[config.mk]
export PLATFORM = sky130hd
export DESIGN_NAME = atlb_ctrl
export DESIGN_NICKNAME = d
export VERILOG_FILES = /design/src/sv/atlb_pkg.sv /design/src/sv/atlb_ctrl.sv
export SDC_FILE = /design/constraint.sdc
export NUM_CORES = 1
export LEC_CHECK = 0
export ABC_AREA = 1
export BUFFER_PORTS_ARGS = -buffer_cell sky130_fd_sc_hd__buf_2
export CAP_MARGIN = 20
export CORE_AREA = 5 5 42 44
export CTS_CLUSTER_SIZE = 24
export DETAILED_ROUTE_END_ITERATION = 10
export DIE_AREA = 0 0 47 49
export SLEW_MARGIN = 20
export SYNTH_ARGS = -nofsm -noshare
export SYNTH_HDL_FRONTEND = slang
export SYNTH_SLANG_ARGS = --single-unit
[constraint.sdc]
create_clock -name clock -period 3.81 [get_ports clock]
set_clock_uncertainty 0.2 [all_clocks]
set_input_delay 0.381 -clock clock [delete_from_list [all_inputs] [get_ports clock]]
set_output_delay 0.381 -clock clock [all_outputs]
set_load 0.005 [all_outputs]
[src/sv/atlb_pkg.sv]
`default_nettype none
// ----------------------------------------------------------------------------
// atlb_pkg: shared types and codes of the associative TLB
// Operation, status and maintenance codes, controller state and the command
// and status groups between the controller and the datapath.
// ----------------------------------------------------------------------------
package atlb_pkg;

   localparam int NUM_TABLES = 3;
   localparam int T_UNI      = 0;
   localparam int T_INST     = 1;
   localparam int T_DATA     = 2;

   localparam logic [1:0] OP_LOOKUP = 2'd0;
   localparam logic [1:0] OP_INSERT = 2'd1;
   localparam logic [1:0] OP_MAINT  = 2'd2;

   localparam logic [1:0] SEL_UNI  = 2'd0;
   localparam logic [1:0] SEL_INST = 2'd1;
   localparam logic [1:0] SEL_DATA = 2'd2;

   localparam logic [1:0] ST_OK       = 2'd0;
   localparam logic [1:0] ST_MISMATCH = 2'd1;
   localparam logic [1:0] ST_UNKNOWN  = 2'd2;
   localparam logic [1:0] ST_UNSUPP   = 2'd3;

   localparam logic [6:0] FN_FLUSH     = 7'b0000111;
   localparam logic [6:0] FN_INV_UNI   = 7'b0010111;
   localparam logic [6:0] FN_CLR_INST  = 7'b0000101;
   localparam logic [6:0] FN_INV_INST  = 7'b0010101;
   localparam logic [6:0] FN_CLR_DATA  = 7'b0000110;
   localparam logic [6:0] FN_INV_DATA  = 7'b0010110;

   localparam logic [1:0] CSR_MODE    = 2'd0;
   localparam logic [1:0] CSR_UNI_N   = 2'd1;
   localparam logic [1:0] CSR_INST_N  = 2'd2;
   localparam logic [1:0] CSR_DATA_N  = 2'd3;

   typedef enum logic [1:0] {
      S_IDLE,
      S_SCAN,
      S_COMMIT,
      S_DELIVER
   } state_type;

   typedef struct packed {
      logic start;
      logic scan;
      logic commit;
      logic load;
   } cmd_type;

   typedef struct packed {
      logic scan_done;
   } stat_type;

endpackage
`default_nettype wire

[src/sv/atlb_ctrl.sv]
`default_nettype none
// ----------------------------------------------------------------------------
// atlb_ctrl: transaction sequencer of the associative TLB
// Accepts a request, runs the table scan, commits the update and hands the
// response to the output register.
// ----------------------------------------------------------------------------
module atlb_ctrl (
   input  wire               clock,
   input  wire               reset,
   input  wire               req_valid,
   output logic              req_stall,
   output logic              rsp_valid,
   input  wire               rsp_stall,
   input  atlb_pkg::stat_type stat,
   output atlb_pkg::cmd_type  cmd
);
   import atlb_pkg::*;

   state_type state_ff, state_in;
   logic      rsp_valid_ff, rsp_valid_in;

   always_ff @(posedge clock) begin
      if (reset) begin
         state_ff     <= S_IDLE;
         rsp_valid_ff <= 1'b0;
      end else begin
         state_ff     <= state_in;
         rsp_valid_ff <= rsp_valid_in;
      end
   end

   always_comb begin
      state_in     = state_ff;
      rsp_valid_in = rsp_valid_ff && rsp_stall;
      cmd          = '0;
      req_stall    = 1'b1;
      case (state_ff)
         S_IDLE: begin
            req_stall = 1'b0;
            if (req_valid) begin
               cmd.start = 1'b1;
               state_in  = S_SCAN;
            end
         end
         S_SCAN: begin
            cmd.scan = 1'b1;
            if (stat.scan_done) begin
               state_in = S_COMMIT;
            end
         end
         S_COMMIT: begin
            cmd.commit = 1'b1;
            state_in   = S_DELIVER;
         end
         S_DELIVER: begin
            if (!rsp_valid_ff || !rsp_stall) begin
               cmd.load     = 1'b1;
               rsp_valid_in = 1'b1;
               state_in     = S_IDLE;
            end
         end
         default: begin
            state_in = S_IDLE;
         end
      endcase
   end

   assign rsp_valid = rsp_valid_ff;

endmodule
`default_nettype wire

==> results of run 1 <==
flip-flops by register name (all words and copies together), names as in the netlist:
register,flops
rsp_valid,1
state_ff,2
power by group through the flow:
stage	combinational, W	clock (W)	sequential, W
floorplan	0.0000892	0	0.0000528
global placement	0.000127	0	0.0000545
detailed placement	0.000128	0	0.0000548
CTS	0.000129	0.0000582	0.0000543
global route	0.000148	0.0000637	0.0000560
finish	0.000126	0.0000550	0.0000540
final cells by class:
type	instances	area (sq um)
tap	16	20.0
inverter	8	30.0
clock buffer	4	26.3
timing repair buffer	10	50.0
fill	169	1070
multi-input combinational	22	141
sequential	3	60.1
kinds of logic (layout without fill, tap and decap cells):
kind of cell	after synthesis	count (layout)	share of synthesized area [%]
buffers and inverters	8	22	13.0
adder cells (fa/ha/maj)	5	5	27.0
AO/OA/AOI/OAI	2	2	4.32
AND/OR/NAND/NOR	15	15	29.7
flip-flops	3	3	25.9
layout by cell type, fill, tap and decap left out:
master,instances
buf_2,10
inv_1,8
nand2_1,7
ha_1,5
nor2_1,4
clkbuf_4,3
dfxtp_1,3
a21oi_1,2
or2_2,1
nand3_1,1
nand2_2,1
nand3_2,1
clkbuf_1,1
synth_stat cells, drive strengths merged:
master and number:
inv 8, ha 5, dfxtp 3, nor2 4, or2 1, nand3 2
a21oi 2, nand2 8
routing by layer:
metal | routed length, um | global-route usage, % | vias to the layer above
met2 | 205 | 6.33 | 8
met4 | 0 | 5.53 | 0
met5 | 0 | 0 | -
li1 | - | - | 126
met1 | 181 | 4.17 | 102
met3 | 49 | 2.21 | 0
critical path: stages, from the launching register on:
cell	delay, ps
dfxtp_1	340
inv_1	100
ha_1	240
nand2_1	70
inv_1	30
buf_2	110
final timing paths:
check | start | endpoint | slack [ps] | depth (start not counted)
worst min-delay path | reset | rsp_valid | 130 | 2
worst min register to register | rsp_valid | rsp_valid | 290 | 2
worst max-delay path | state_ff[0] | cmd[3] | 2100 | 5
worst max register to register | state_ff[0] | state_ff[0] | 2430 | 5
per-stage QoR:
stage | util, % | std cells | area (sq um) | hold slack (ps)
2_1_floorplan | - | 33 | 231 | 250
3_3_place_gp | 21.5 | 59 | 302 | 278
3_5_place_dp | 21.5 | 59 | 302 | 284
4_1_cts | 23.4 | 63 | 328 | 119
5_1_grt | 23.4 | 63 | 328 | 128
6_report | 23.4 | 63 | 328 | 130
==> flow_summary.json, run 1 <==
{
  "cts_tree": "done",
  "cts.sinks": 3,
  "share_comb_of_total_power_pct": 53.6,
  "cts_hold_buf": 0,
  "yosysSeqAreaShare_pct": 25.9,
  "outcome": "complete, no violations",
  "peakVddDrop_uv": 116,
  "power_frac_clock_pct": 23.4,
  "die_h_um": 49,
  "ys_top_cells_by_area": "ha_1 27%, dfxtp_1 26%, inv_1 13%",
  "start_util_pct": 16.5,
  "cts_inserted_buffers": 3,
  "grt_pass1_vias": 198,
  "synth.avg_cell_area_sq_um": 7.01,
  "yosys.area.top_type": "ha_1",
  "die_w_um": 47,
  "drv_slew": 0,
  "boundaryPins": 11,
  "maxSlewHeadroom_pct": 91.4,
  "p_per_area_nw_per_um2": 716,
  "power_frac_seq_pct": 23.0,
  "rsz0062_at_grt": "false",
  "vias_per_cell": 3.75,
  "cp.required_ps": 3230,
  "clk_latency_ps": 230,
  "n_antenna_cell": 0,
  "die_area_sq_um": 2300,
  "cp.arrival_ps": 1130,
  "num_vias": 236,
  "tightest_slew_ps": 129,
  "layout-drive-gt1-share_pct": 34.0,
  "yosysWarnings": 0,
  "cts.htree.levels": 1,
  "max_freq_mhz": 586,
  "fin_crit_sh_pct": 44.8,
  "ant_nets": 0,
  "start_kind": "flop",
  "syn2layout_area_growth_pct": 41.6,
  "grt_pass1_wl_um": 696,
  "grt_usage_pct": 4.57,
  "drtIter0Drc": 2,
  "core_sq_um": 1400,
  "grt_overflow_total": 0,
  "pre_cts_ws_ps": 2330,
  "nets": 58,
  "wl_per_cell_um": 6.92,
  "p_int_w": 0.000141,
  "drc": 0,
  "ys_seq_elements": 3,
  "total_power_w": 0.000235,
  "ctsResizeCount": 0,
  "antenna_found_initial": 0,
  "path_max_fanout": 4,
  "synth.top_cell.area_share_pct": 27.0,
  "finalSetupTns_ps": 0,
  "synth_nets": 43,
  "total_leakage_power_nw": 0.201,
  "num_rows": 14,
  "wl_um": 436,
  "drt_pass1_iterations": 2,
  "p_sw_w": 0.0000932,
  "cap_violations": 0,
  "root_buffer": "clkbuf_4",
  "syn_area_sq_um": 231,
  "period_needed_ps": 1710,
  "path_class": "reg -> out",
  "sw_frac_of_total_pct": 39.7,
  "grt_max_degree": 5,
  "clkTransAtPathRegs_ps": 40,
  "place_hpwl_um": 376,
  "postSynthCellCount": 33,
  "hold_class": "in -> reg",
  "ys_types": 10,
  "cp-end-kind": "output port",
  "cts_buffer_depth": 2,
  "gp_congestion": 0.643,
  "hold_violations": 0,
  "setup_violations": 0,
  "portBuffers": 10,
  "post_cts_buffers": 0,
  "worst_slack_ps": 2100
}
Note: power is estimated with default switching activity, not from simulation.
==> inputs of run 2 (changes only) <==
==> constraint.sdc (replaced) <==
create_clock -name clock -period 1.75 [get_ports clock]
set_clock_uncertainty 0.2 [all_clocks]
set_input_delay 0.175 -clock clock [delete_from_list [all_inputs] [get_ports clock]]
set_output_delay 0.175 -clock clock [all_outputs]
set_load 0.005 [all_outputs]
==> run 2 against run 1 <==
  * Final cell count is 3.2% higher
  * Register-to-register slack worse by 2200 ps
  * Global-route usage is 0.42 points higher
  * Utilization is 1.4 points higher
  * Sequential cell count stayed put
  * Largest cell class unchanged
  * Largest power group unchanged
  * Highest routed layer unchanged
==> flow_summary.json, run 2 (synthesis gave the netlist of run 1 again) <==
{
  "drtIter0Drc": 0,
  "grt_pass1_vias": 269,
  "place_hpwl_um": 422,
  "r2r_cells": 4,
  "cp.required_ps": 1670,
  "setup_violations": 0,
  "rsz0062_at_grt": "false",
  "clkTransAtPathRegs_ps": 40,
  "drc": 0,
  "period_needed_ps": 1530,
  "wl_per_cell_um": 7.72,
  "portBuffers": 10,
  "tightest_slew_ps": 131,
  "wl_um": 502,
  "final_cell_mix": "10 x buf_2, 8 x inv_1, 7 x nand2_1",
  "cts_inserted_buffers": 3,
  "top_register": "state_ff",
  "num_rows": 14,
  "regToRegSetupSlack_ps": 220,
  "boundaryPins": 11,
  "fin_cells": 65,
  "max_freq_mhz": 655,
  "total_leakage_power_nw": 0.212,
  "syn2layout_area_growth_pct": 50.3,
  "r2r_start": "state_ff[0]",
  "dr.max_layer_used": "met3",
  "vias_per_cell": 3.71,
  "ant_nets": 0,
  "hold_class": "in -> reg",
  "met2_length_um": 272,
  "maxSlewHeadroom_pct": 91.3,
  "total_power_w": 0.000529,
  "gp_congestion": 0.604,
  "outcome": "complete, no violations",
  "cts.sinks": 3,
  "path_max_fanout": 3,
  "cp.arrival_ps": 1440,
  "grt_pass1_wl_um": 869,
  "path_class": "reg -> reg",
  "cp-end-kind": "flop",
  "cts_buffer_depth": 2,
  "p_per_area_nw_per_um2": 1520,
  "antenna_found_initial": 0,
  "grt_overflow_total": 0,
  "num_vias": 241,
  "placedCellCount": 59,
  "cap_violations": 0,
  "drt-met1-wl_um": 174,
  "fin_crit_sh_pct": 87.2,
  "fillers": 162,
  "finalSetupTns_ps": 0,
  "drt_pass1_iterations": 1,
  "cts_tree": "done",
  "hold_depth": 5,
  "max_stage_delay_ps": 550,
  "crit_chain": "ha_1 > inv_1 > a21oi_1 > dlygate4sd3_1",
  "whs_endpoint": "state_ff[1]",
  "hold_violations": 0,
  "worst-path-buf-inv": 2,
  "clk_latency_ps": 230,
  "cts.htree.levels": 1,
  "grt_max_degree": 5,
  "die_h_um": 49,
  "nets": 60,
  "drv_slew": 0,
  "grt_usage_pct": 4.99,
  "largest_reg_flops": 2,
  "final_common_cell": "buf_2",
  "start_util_pct": 16.5,
  "root_buffer": "clkbuf_4",
  "n_antenna_cell": 0,
  "path_delay_family": "buffers and inverters",
  "slowest_stage": "dlygate4sd3_1",
  "die_w_um": 47,
  "peakVddDrop_uv": 254,
  "hold_path.startpoint": "rsp_stall",
  "core_sq_um": 1400,
  "layout-drive-gt1-share_pct": 32.7,
  "die_area_sq_um": 2300,
  "r2r-end": "rsp_valid",
  "start_kind": "flop",
  "wl_met3_um": 55
}
run 2: cell types whose count changed in the layout (fill, tap and decap cells not counted), sizes merged:
cell         delta
dlygate4sd3     +2
run 2: cell type report:
| class | instances | area (sq um) | share of cell area, % |
|---|---|---|---|
| Sequential cell | 3 | 60.1 | 17.3 |
| Clock buffer | 4 | 26.3 | 7.55 |
| Inverter | 8 | 30.0 | 8.63 |
| Multi-Input combinational cell | 22 | 141 | 40.6 |
| Timing Repair Buffer | 12 | 70.1 | 20.1 |
| Tap cell | 16 | 20.0 | 5.76 |
run 2: layer usage:
layer	track usage (%)	up-vias
met3	0	0
met1	4.15	104
met5	0	-
met4	4.15	0
met2	9.73	8
li1	-	129
run 2: how the worst max path moves through the flow:
stage           startpoint     endpoint  slack (ps)  cells past startpoint
6_report       state_ff[0]    rsp_valid         220                      4
5_1_grt        state_ff[1]    rsp_valid         110                      4
2_1_floorplan  state_ff[0]  state_ff[0]         410                      5
3_5_place_dp   state_ff[0]  state_ff[0]         320                      5
3_3_place_gp   state_ff[0]  state_ff[0]         360                      5
4_1_cts        state_ff[0]       cmd[3]         210                      5
run 2: through the flow:
stage               hold slack, ps  utilization [%]  area [sq um]  worst slack, ps
global route                   261             24.8           348              110
global placement               155             21.5           302              357
finish                         182             24.8           348              224
CTS                            190             24.8           348              209
floorplan                     44.1                -           231              411
detailed placement             157             21.5           302              316
run 2: report_power, final:
group          switching (W)  internal, W  total (W)
sequential         0.0000226    0.0000962   0.000119
combinational       0.000154     0.000133   0.000287
clock              0.0000375    0.0000856   0.000123
run 2: tightest hold or removal path: cells and delay by family:
kind / cells / cell delay, ps
and+or+nand+nor: 4 / 320
buffers and inverters: 1 / 100
run 2: repair_timing:
action / 4_1_cts / 5_1_grt
gates resized for setup: 0 / 0
hold buffers: 2 / 0
buffers inserted: 0 / 0
hold endpoints to repair: 1 / 0
